<file path="src/design/delta_rule_state_update_macros.svh">
// ----------------------------------------------------------------------------
// delta_rule_state_update_macros
// Assertion helpers shared by the block's top level.
// ----------------------------------------------------------------------------
`ifndef DELTA_RULE_STATE_UPDATE_MACROS_SVH
`define DELTA_RULE_STATE_UPDATE_MACROS_SVH

// Same-cycle implication, checked on every rising edge outside reset.
`define DRSU_ASSERT_NOW(lbl, clk, rst_n, ante, cons) \
    lbl: assert property (@(posedge clk) disable iff (!rst_n) (ante) |-> (cons)) \
        else $error("same-cycle check failed");

// Next-cycle implication, checked on every rising edge outside reset.
`define DRSU_ASSERT_NEXT(lbl, clk, rst_n, ante, cons) \
    lbl: assert property (@(posedge clk) disable iff (!rst_n) (ante) |=> (cons)) \
        else $error("next-cycle check failed");

`endif

</file>
<file path="src/design/drsu_pkg.sv">
// ----------------------------------------------------------------------------
// drsu_pkg
// Shared widths, defaults, control structs and the round/saturate helper.
// ----------------------------------------------------------------------------
package drsu_pkg;

    localparam int DEF_ROW_LEN  = 64;
    localparam int DEF_HEAD_CNT = 4;

    localparam int ACT_W   = 2;
    localparam int HEAD_W  = 2;
    localparam int IDX_W   = 6;
    localparam int VEC_W   = 16;
    localparam int ST_W    = 32;
    localparam int ACC_W   = 56;

    localparam logic [ACT_W-1:0] ACT_LOAD_VEC = 2'd0;
    localparam logic [ACT_W-1:0] ACT_LOAD_ST  = 2'd1;
    localparam logic [ACT_W-1:0] ACT_UPDATE   = 2'd2;

    // Decoded kind of an accepted word, after range checks.
    typedef struct packed {
        logic vec_ok;
        logic st_ok;
        logic upd_ok;
    } t_item_kind;

    // Commands from the controller to the datapath.
    typedef struct packed {
        logic             ld_item;
        logic             issue;
        logic             is_dot;
        logic [IDX_W-1:0] col;
        logic             clear_acc;
        logic             latch_dot;
    } t_dp_cmd;

    // Status from the datapath to the controller.
    typedef struct packed {
        logic busy;
        logic adv;
    } t_dp_status;

    // Round a value with 28 fraction bits to 16, then saturate to 32 bits.
    function automatic logic signed [ST_W-1:0] round_sat(input logic signed [ACC_W-1:0] t);
        logic signed [ACC_W-1:0] q;
        begin
            q = (t + ACC_W'(2048)) >>> 12;
            if (q > $signed({{(ACC_W-ST_W+1){1'b0}}, {(ST_W-1){1'b1}}})) begin
                round_sat = {1'b0, {(ST_W-1){1'b1}}};
            end else if (q < $signed({{(ACC_W-ST_W+1){1'b1}}, {(ST_W-1){1'b0}}})) begin
                round_sat = {1'b1, {(ST_W-1){1'b0}}};
            end else begin
                round_sat = q[ST_W-1:0];
            end
        end
    endfunction

endpackage

</file>
<file path="src/design/drsu_ctrl.sv">
// ----------------------------------------------------------------------------
// drsu_ctrl
// Sequencer: takes words, runs the dot pass and the update pass over a row.
// ----------------------------------------------------------------------------
module drsu_ctrl import drsu_pkg::*; #(
    parameter int ROW_LEN = DEF_ROW_LEN
) (
    input  logic       i_clk,
    input  logic       i_rst_n,
    input  logic       i_accept,
    input  t_item_kind i_kind,
    input  t_dp_status i_status,
    output logic       o_ready,
    output t_dp_cmd    o_cmd
);

    localparam int CNT_W = $clog2(ROW_LEN);

    localparam logic [2:0] S_IDLE     = 3'd0;
    localparam logic [2:0] S_DOT_RUN  = 3'd1;
    localparam logic [2:0] S_DOT_WAIT = 3'd2;
    localparam logic [2:0] S_DOT_FIN  = 3'd3;
    localparam logic [2:0] S_UPD_RUN  = 3'd4;
    localparam logic [2:0] S_UPD_WAIT = 3'd5;

    logic [2:0]       r_state, n_state;
    logic [CNT_W-1:0] r_cnt, n_cnt;
    logic             run;
    logic             at_end;

    assign run    = (r_state == S_DOT_RUN) || (r_state == S_UPD_RUN);
    assign at_end = (r_cnt == CNT_W'(ROW_LEN - 1));

    // Next state and column counter.
    always_comb begin
        n_state = r_state;
        n_cnt   = r_cnt;
        case (r_state)
            S_IDLE: begin
                n_cnt = '0;
                if (i_accept && i_kind.upd_ok) begin
                    n_state = S_DOT_RUN;
                end
            end
            S_DOT_RUN, S_UPD_RUN: begin
                if (i_status.adv) begin
                    n_cnt = r_cnt + CNT_W'(1);
                    if (at_end) begin
                        n_cnt   = '0;
                        n_state = (r_state == S_DOT_RUN) ? S_DOT_WAIT : S_UPD_WAIT;
                    end
                end
            end
            S_DOT_WAIT: begin
                if (!i_status.busy) begin
                    n_state = S_DOT_FIN;
                end
            end
            S_DOT_FIN: n_state = S_UPD_RUN;
            S_UPD_WAIT: begin
                if (!i_status.busy) begin
                    n_state = S_IDLE;
                end
            end
            default: n_state = S_IDLE;
        endcase
    end

    always_ff @(posedge i_clk) begin
        if (!i_rst_n) begin
            r_state <= S_IDLE;
            r_cnt   <= '0;
        end else begin
            r_state <= n_state;
            r_cnt   <= n_cnt;
        end
    end

    // Commands to the datapath.
    assign o_ready         = (r_state == S_IDLE);
    assign o_cmd.ld_item   = i_accept;
    assign o_cmd.issue     = run;
    assign o_cmd.is_dot    = (r_state == S_DOT_RUN);
    assign o_cmd.col       = IDX_W'(r_cnt);
    assign o_cmd.clear_acc = (r_state == S_IDLE);
    assign o_cmd.latch_dot = (r_state == S_DOT_FIN);

endmodule

</file>
<file path="config.mk">
export PLATFORM = sky130hd
export DESIGN_NAME = drsu_ctrl
export DESIGN_NICKNAME = d
export VERILOG_FILES = /design/src/design/delta_rule_state_update_macros.svh /design/src/design/drsu_pkg.sv /design/src/design/drsu_ctrl.sv
export SDC_FILE = /design/constraint.sdc
export NUM_CORES = 1
export LEC_CHECK = 0
export BUFFER_PORTS_ARGS = -buffer_cell sky130_fd_sc_hd__clkbuf_2
export CORE_AREA = 8 8 45 47
export DETAILED_ROUTE_END_ITERATION = 7
export DIE_AREA = 0 0 53 55
export HOLD_SLACK_MARGIN = 0.12
export PLACE_DENSITY_LB_ADDON = 0.12
export SYNTH_ARGS = -nofsm -noshare
export SYNTH_HDL_FRONTEND = slang
export SYNTH_SLANG_ARGS = --single-unit
</file>
<file path="constraint.sdc">
create_clock -name i_clk -period 1.66 [get_ports i_clk]
set_clock_uncertainty 0.1 [all_clocks]
set_input_delay 0.332 -clock i_clk [delete_from_list [all_inputs] [get_ports i_clk]]
set_output_delay 0.332 -clock i_clk [all_outputs]
set_load 0.1 [all_outputs]
</file>
==> results of run 1 <==
==> sequential cells by signal (all words and copies together), names as in the netlist <==
name and cells:
r_cnt 6, r_state 3
==> cells by family after synthesis <==
kind of cell	after synthesis	share of synthesized area, %
xor+xnor	1	1.48
compound gates	19	21.7
fa+ha+maj	1	2.11
flops	9	30.4
buf+inv	10	11.0
simple gates	35	33.3
==> worst paths after layout <==
kind | from | to | slack, ns | depth (start not counted)
max | r_state[0] | o_cmd[1] | -0.0007 | 3
min | i_rst_n | r_state[0] | 0.25 | 2
max reg2reg | r_state[0] | r_cnt[4] | 0.08 | 6
min reg2reg | r_cnt[1] | r_cnt[1] | 0.41 | 2
==> metal layers <==
metal	vias to the layer above	share of wire, %
met3	2	6.3
met1	291	44
li1	315	-
met2	12	48
met5	-	0
met4	0	0.88
==> cells in the mapped netlist (all sizes together), types with 2 or more instances <==
cell type,n
and3,4
buf,6
dfxtp,9
nand3,7
a31oi,2
or3,2
nand2,5
a21oi,5
nor2,5
o21a,2
nand3b,2
nand2b,4
inv,4
o21ai,4
nor3,2
a211oi,3
==> timing repair <==
action | in CTS | in global routing
endpoints found under the setup margin | 4 | 5
pin swaps | 1 | 0
setup buffers | 5 | 0
resized for setup | 4 | 3
==> critical path, stage by stage (launching register included) <==
cell and delay, ns:
dfxtp_4 0.37, or2_4 0.26, nor2_4 0.14, buf_12 0.19
==> per-stage QoR <==
step / hold WS (ns) / area (um2) / worst slack (ns) / instances / setup TNS, ns
global route: 0.247 / 903 / -0.0441 / 113 / -0.101
floorplan: 0.350 / 671 / -0.254 / 75 / -0.254
finish: 0.252 / 903 / -0.000726 / 113 / -0.00139
CTS: 0.231 / 886 / -0.00333 / 113 / -0.00333
detailed placement: 0.398 / 813 / 0.168 / 104 / 0
global placement: 0.390 / 813 / 0.168 / 104 / 0
==> final cells by class <==
class	instances	share of cell area [%]
well taps	16	2.22
clock buffers	4	2.91
multi-input cells	56	45.3
flip-flops and latches	9	23.3
repair buffers	24	24.7
inverters	4	1.66
==> power breakdown <==
part	leakage (nW)	switching (mW)	internal [mW]
Combinational	0.263	0.115	0.0644
Clock	0.0150	0.0802	0.0927
Sequential	0.0790	0.00558	0.209
==> results.txt, run 1 <==
run status: finished with violations
failing checks: setup timing
area delta synth->final: 52.3%
vias per inst: 5.49
Most Crowded Layer GR: met2
Slew Limit Fails: 0
met1 Usage GRT: 14.1%
# setup viols final: 2
Initial DRT Pass Iterations: 4
starting DRC count in detailed routing: 3
Clock Tree Buf Depth: 2
Ant. Diodes: 0
area occupied by multi-input gates: 409 um2
leakage: 0.357 nW
YS warnings: 0
Port Buffers: 17
DRT antenna net count: 0
Power Density: 627 mW/mm2
GRT Overall Usage: 12.3%
final core occ: 65.3%
die area: 0.00292 mm2
Synth Net Count: 84
Design Power: 0.567 mW
nets: 107
critical path launch point type: flip-flop
gpl congestion: 0.809
Max FO, Critical Path: 4
Critical Path RT: 1.23 ns
Worst-path clk slew: 0.07 ns
Ports: 20
worst slew margin relative to its limit: 64.1%
peak supply drop: 0.379 mV
most frequent cells in the layout: buf_4 (11), clkbuf_2 (8), dfxtp_4 (8), nand3_1 (6)
Die H: 55 um
DPL Wire Length: 1070 um
Storage cell area: 210 um2
clock buffer count from CTS: 3
Mean Syn Cell Area: 7.91 um2
post-route setup slack: -0.000726 ns
Max Cap Violations: 0
first-pass GRT wire length: 2670 um
Main synth FF type: dfxtp_1
Hold Path Class: input pin to flip-flop
Fmax: 0.602 GHz
number of fillers in the final layout: 107
Worst Max-Slew Pin Slew: 0.541 ns
top cells by area, synth: dfxtp_1 (30%), nand3_1 (5.9%), and3_1 (4.2%)
DRC: 0
critical path arrival: 1.23 ns
Routed wire per std cell: 14.1 um
initial core utilization: 42.9%
floorplan row count: 14
# clock sinks: 9
Yosys top cell area share: 30.4%
final period utilization: 100%
Synth Instances: 75
element type at the critical path end: primary output
vias: 620
synthesized cell area: 593 um2
initial antenna violation count: 0
layout cells sized above 1: 50.5%
remaining global-route overflow: 0
Skew-Pair Late Insertion Delay: 0.27 ns
Async SR Flop Fraction: 0%
CTS tree: built
flops & latches, synth: 9
Tmin final: 1.66 ns
vias in the first global route: 612
most common cell after layout, fill and taps aside: buf_4
largest area contributor in the netlist: dfxtp_1
CTS H-tree lvls: 1
met3 Resource Use GR: 5.08%
Post-synth EDFFs: 0
Fin. Hold Viols: 0
Clk Tree Root Cell: clkbuf_4
grt met2 use: 19.9%
largest net degree at the start of global routing: 9
Die X-Extent: 53 um
final wirelength: 1600 um
Distinct cells, synth: 29
Core Region: 0.00138 mm2
unrepaired setup endpoints after global routing: true
register area share after synthesis: 30.4%
hold_buf cts: 0
WS Path Type: flip-flop to primary output
No activity file was read; power rests on OpenSTA's default activity.
==> inputs of run 2 (changes only) <==
- MAX_ROUTING_LAYER: not set -> met4
==> run 2 against run 1 <==
Compared with the run above:
- the flow still finishes with violations (setup timing)
- sequential share of layout area did not move
- critical path depth unchanged
- global-route usage increased by 0.37 points
- setup slack hardly changed
- combinational power hardly changed
- clock-buffer cell count unchanged
- first-iteration DRC count unchanged
- critical path type unchanged
==> results.txt, run 2 (synthesis gave the netlist of run 1 again) <==
Storage cell area: 210 um2 (unchanged)
Slew Limit Fails: 0 (unchanged)
worst hold path depth: 2 (unchanged)
crit path cell chain: or2_4 -> nor2_4 -> buf_12
DP Worst Slack: 0.168 ns (unchanged)
max reg flops: 6 (unchanged)
Crit path buffers/inverters: 1 (unchanged)
WHS: 0.252 ns (-0.00000100 ns)
largest net degree at the start of global routing: 9 (unchanged)
Max FO, Critical Path: 4 (unchanged)
# clock sinks: 9 (unchanged)
critical path arrival: 1.23 ns (about the same)
first-pass GRT wire length: 2680 um (+0.26%)
Largest Register: r_cnt
vias per inst: 5.49 (unchanged)
starting DRC count in detailed routing: 3 (unchanged)
failing checks: setup timing
Design Power: 0.567 mW (unchanged)
Initial DRT Pass Iterations: 4 (unchanged)
floorplan row count: 14 (unchanged)
GRT Overall Usage: 12.7% (+0.37 points)
Fin. Hold Viols: 0 (unchanged)
post-route setup slack: -0.000727 ns (-0.00000133 ns)
Ports: 20 (unchanged)
most frequent cells in the layout: buf_4 (11), clkbuf_2 (8), dfxtp_4 (8), nand3_1 (6)
R2R depth: 6 (unchanged)
unrepaired setup endpoints after global routing: true
layout cells sized above 1: 50.5% (unchanged)
Power Density: 627 mW/mm2 (unchanged)
DRT antenna net count: 0 (unchanged)
critical path's top delay family: simple AND/OR/NAND/NOR gates
vias: 620 (unchanged)
Max Cap Violations: 0 (unchanged)
Die X-Extent: 53 um (unchanged)
CTS H-tree lvls: 1 (unchanged)
top routing layer in use: met4
Critical Path Slowest Stage Cell: dfxtp_4
# setup viols final: 2 (unchanged)
Psw: 0.201 mW (unchanged)
largest registers: r_cnt x6, r_state x3
peak supply drop: 0.379 mV (unchanged)
leakage: 0.357 nW (unchanged)
WS Path Type: flip-flop to primary output
die area: 0.00292 mm2 (unchanged)
final period utilization: 100% (about the same)
Skew-Pair Late Insertion Delay: 0.27 ns (about the same)
element type at the critical path end: primary output
Placed Cells: 104 (unchanged)
Net Sw Frac: 35.5% (unchanged)
vias in the first global route: 612 (unchanged)
critical path launch point type: flip-flop
critical path startpoint: r_state[0]
Die H: 55 um (unchanged)
Reg-to-Reg Start: r_state[0]
number of fillers in the final layout: 107 (unchanged)
clock buffer count from CTS: 3 (unchanged)
Clk Tree Root Cell: clkbuf_4
DPL Wire Length: 1070 um (unchanged)
Worst Max-Slew Pin Slew: 0.541 ns (-0.000114 ns)
final core occ: 65.3% (unchanged)
metal2 WL: 772 um (unchanged)
worst slew margin relative to its limit: 64.1% (about the same)
Comb pwr share: 31.7% (about the same)
nets: 107 (unchanged)
P_int: 0.366 mW (unchanged)
final wirelength: 1600 um (unchanged)
Hold Path Class: input pin to flip-flop
Fmax: 0.602 GHz (unchanged)
initial antenna violation count: 0 (unchanged)
remaining global-route overflow: 0 (unchanged)
Routed wire per std cell: 14.1 um (unchanged)
DR WL met3: 101 um (unchanged)
CTS tree: built
Critical Path RT: 1.23 ns (about the same)
CP peak stage delay: 0.37 ns (about the same)
Flop pwr share: 37.8% (about the same)
Port Buffers: 17 (unchanged)
most common cell after layout, fill and taps aside: buf_4
Core Region: 0.00138 mm2 (unchanged)
Worst-path clk slew: 0.07 ns (about the same)
area delta synth->final: 52.3% (unchanged)
DRC: 0 (unchanged)
area occupied by multi-input gates: 409 um2 (unchanged)
initial core utilization: 42.9% (unchanged)
Clock Tree Buf Depth: 2 (unchanged)
run status: finished with violations
Ant. Diodes: 0 (unchanged)
Tmin final: 1.66 ns (+0.00000133 ns)
Levels on crit path: 3 (unchanged)
Clock power frac: 30.5% (about the same)
met1 WL: 705 um (unchanged)
fin cells: 113 (unchanged)
gpl congestion: 0.821 (+1.5%)
Hold Startpoint: i_rst_n
-- run 2: repair_timing --
| item | CTS | global route |
|---|---|---|
| gates resized for setup | 4 | 3 |
| setup endpoints to repair | 4 | 5 |
| endpoints found under the hold margin | 0 | 0 |
| buffers inserted | 5 | 0 |
| pin swaps | 1 | 0 |
| hold buffers | 0 | 0 |
-- run 2: path summary, 6_finish.rpt --
kind,endpoint,slack [ns]
worst max-delay path,o_cmd[1],-0.0007
worst min-delay path,r_state[0],0.25
worst max register to register,r_cnt[4],0.08
worst min register to register,r_cnt[1],0.41
-- run 2: worst reg2reg max path, delay by kind of cell, from the launching register on --
| family | cells | cell delay [ns] |
|---|---|---|
| buffers and inverters | 2 | 0.29 |
| AO/OA/AOI/OAI | 2 | 0.26 |
| flip-flops | 1 | 0.37 |
| AND/OR/NAND/NOR | 2 | 0.49 |
-- run 2: metrics by stage --
| stage | TNS [ns] | area (um2) |
|---|---|---|
| 3_3_place_gp | 0 | 813 |
| 6_report | -0.00139 | 903 |
| 4_1_cts | -0.00333 | 886 |
| 5_1_grt | -0.101 | 903 |
| 3_5_place_dp | 0 | 813 |
| 2_1_floorplan | -0.254 | 671 |
-- run 2: area by class of cell --
| cell class | instances | area share [%] |
|---|---|---|
| multi-input combinational | 56 | 45.3 |
| timing repair buffer | 24 | 24.7 |
| sequential | 9 | 23.3 |
| clock buffer | 4 | 2.91 |
| tap | 16 | 2.22 |
| inverter | 4 | 1.66 |
-- run 2: power by group through the flow --
stage                     registers, mW  clock network, mW  logic (mW)
after floorplan                   0.229                  0       0.118
after global placement            0.221                  0       0.168
after detailed placement          0.221                  0       0.168
after CTS                         0.213              0.180       0.175
after global routing              0.215              0.195       0.187
final                             0.214              0.173       0.180
-- run 2: metal layers --
metal  global-route usage [%]  vias up
li1                         -      315
met1                     14.1      291
met2                     19.9       12
met3                     5.08        2
met4                     4.74        0
met5                        -        -
==> inputs of run 3 (changes only) <==
- ABC_AREA: not set -> 1
==> run 3 against run 2 <==
Compared with the run above:
- the run now ends clean
- highest routed layer unchanged
- sequential cell count did not move
- critical path depth is 1 higher
- setup slack gained 0.074 ns
- final cell count grew 15%
- critical path type unchanged
- critical endpoint is now o_cmd[9]
==> results.txt, run 3 <==
top cells by area, synth: dfxtp_1 (31%), nand2_1 (12%), nor2_1 (12%)
CP peak stage delay: 0.34 ns (-0.03 ns)
Critical Path RT: 1.23 ns (about the same)
starting DRC count in detailed routing: 10 (+7)
Yosys top cell area share: 31.0% (+0.59 points)
CP Capture Point: o_cmd[9]
initial core utilization: 42.0% (-0.81 points)
Die X-Extent: 53 um (unchanged)
Post-synth top cells: nand2_1 (19), nor2_1 (19), inv_1 (14)
Worst-path clk slew: 0.06 ns (about the same)
FF-to-FF setup slack: 0.21 ns (+0.13 ns)
nets: 124 (+16%)
initial antenna violation count: 0 (unchanged)
die area: 0.00292 mm2 (unchanged)
largest area contributor in the netlist: dfxtp_1
Slew Limit Fails: 0 (unchanged)
area post-placement: 785 um2 (-3.5%)
most common cell after layout, fill and taps aside: nand2_1
register area share after synthesis: 31.0% (+0.59 points)
Storage cell area: 199 um2 (-5.4%)
Mean Syn Cell Area: 6.06 um2 (-23%)
most frequent cells in the layout: nand2_1 (19), nor2_1 (18), inv_1 (12), clkbuf_2 (10), nand3_1 (8)
DRT antenna net count: 0 (unchanged)
worst slew margin relative to its limit: 63.9% (-0.22 points)
run status: completed
Clock Tree Buf Depth: 2 (unchanged)
Skew-Pair Late Insertion Delay: 0.26 ns (about the same)
CTS H-tree lvls: 1 (unchanged)
first-pass GRT wire length: 2280 um (-15%)
Fmax: 0.630 GHz (+4.7%)
vias: 638 (+2.9%)
Reg-to-Reg Start: r_cnt[0]
Initial DRT Pass Iterations: 5 (+1)
# setup viols final: 0 (-2)
GRT Overall Usage: 10.8% (-1.8 points)
Async SR Flop Fraction: 0% (unchanged)
Synth Net Count: 105 (+25%)
final wirelength: 1340 um (-16%)
area delta synth->final: 41.7%
area occupied by multi-input gates: 352 um2 (-14%)
vias in the first global route: 595 (-2.8%)
Ports: 20 (unchanged)
Clk Tree Root Cell: clkbuf_4
final period utilization: 95.6% (-4.5 points)
Max FO, Critical Path: 6 (+2)
critical path launch point type: flip-flop
DPL Wire Length: 1110 um (+3.9%)
Critical Path Slowest Stage Cell: dfxtp_2
unrepaired setup endpoints after global routing: false
DRC: 0 (unchanged)
Hold Startpoint: i_rst_n
WS Path Type: flip-flop to primary output
vias per inst: 4.91 (-11%)
Port Buffers: 17 (unchanged)
gpl congestion: 0.796 (-3.0%)
clock buffer count from CTS: 3 (unchanged)
Routed wire per std cell: 10.3 um (-27%)
CTS tree: built
YS warnings: 0 (unchanged)
remaining global-route overflow: 0 (unchanged)
R2R depth: 8 (+2)
Synth Instances: 96 (+28%)
Ant. Diodes: 0 (unchanged)
element type at the critical path end: primary output
critical path's top delay family: flip-flops
largest registers: r_cnt x6, r_state x3
floorplan row count: 14 (unchanged)
Main synth FF type: dfxtp_1
synthesized cell area: 582 um2 (-1.9%)
Final Cell Area: 825 um2 (-8.7%)
# clock sinks: 9 (unchanged)
Post-synth EDFFs: 0 (unchanged)
Tmin final: 1.59 ns (-0.0745 ns)
Die H: 55 um (unchanged)
FF-to-FF End: r_state[2]
Worst Max-Slew Pin Slew: 0.544 ns (+0.00325 ns)
Levels on crit path: 4 (+1)
max reg flops: 6 (unchanged)
critical path startpoint: r_state[1]
crit path cell chain: inv_2 -> nand3_2 -> nand2_4 -> buf_12
Max Cap Violations: 0 (unchanged)
Largest Register: r_cnt
Fin. Hold Viols: 0 (unchanged)
number of fillers in the final layout: 142 (+33%)
layout cells sized above 1: 36.0% (-15 points)
Crit path buffers/inverters: 2 (+1)
flops & latches, synth: 9 (unchanged)
post-CTS setup buffer count: 0 (-5)
Distinct cells, synth: 16 (-45%)
critical path arrival: 1.15 ns (-0.08 ns)
Hold Path Class: input pin to flip-flop
Core Region: 0.00138 mm2 (unchanged)
largest net degree at the start of global routing: 11 (+2)
run 3: timing repair:
action | 4_1_cts | 5_1_grt
gates resized for setup | 3 | 2
setup endpoints to repair | 1 | 7
pin swaps | 0 | 3
hold buffers | 0 | 0
run 3: metrics by stage:
stage	TNS [ns]	utilization, %	setup WS [ns]	hold slack (ns)	cells
finish	0	59.6	0.0737	0.269	130
global route	0	59.6	0.00265	0.285	130
CTS	0	59.3	0.0326	0.268	130
detailed placement	0	56.7	0.160	0.395	126
global placement	0	56.7	0.185	0.385	126
floorplan	-0.0862	-	-0.0727	0.343	96
run 3: layer usage:
layer	GRT usage [%]	vias to the layer above	wire length, um
li1	-	336	-
met2	19.7	15	707
met1	9.73	285	532
met4	8.62	0	17
met5	-	-	0
met3	1.87	2	81
run 3: worst min-delay path by stage:
| stage | endpoint | slack (ns) | cells after the start |
|---|---|---|---|
| floorplan | r_cnt[0] | 0.34 | 2 |
| finish | r_cnt[0] | 0.27 | 3 |
| global placement | r_cnt[2] | 0.39 | 2 |
| CTS | r_cnt[0] | 0.27 | 3 |
| detailed placement | r_cnt[3] | 0.39 | 2 |
| global route | r_cnt[0] | 0.29 | 3 |
run 3: final cells by class:
type	instances	share of cell area [%]
multi-input combinational	69	42.6
sequential	9	24.1
timing repair buffer	17	20.0
inverter	15	7.59
clock buffer	4	3.19
tap	16	2.43
run 3: worst reg2reg max path: stages, from the launching register on:
cell	delay (ns)
dfxtp_4	0.36
ha_1	0.16
nand2_1	0.08
nor2_2	0.13
nand2_1	0.10
o21ai_1	0.20
nand3_1	0.10
nand2_1	0.08
nor2_1	0.04
run 3: kinds of logic after synthesis:
family / after synthesis / synth area share, %
fa+ha+maj: 1 / 2.15
flops: 9 / 31.0
buf+inv: 18 / 13.5
simple gates: 54 / 41.3
compound gates: 14 / 12.0
Power of run 3 is left out: the tool's default activity adds up to more than one toggle a clock period on the data nets, which glitch-free logic cannot reach.
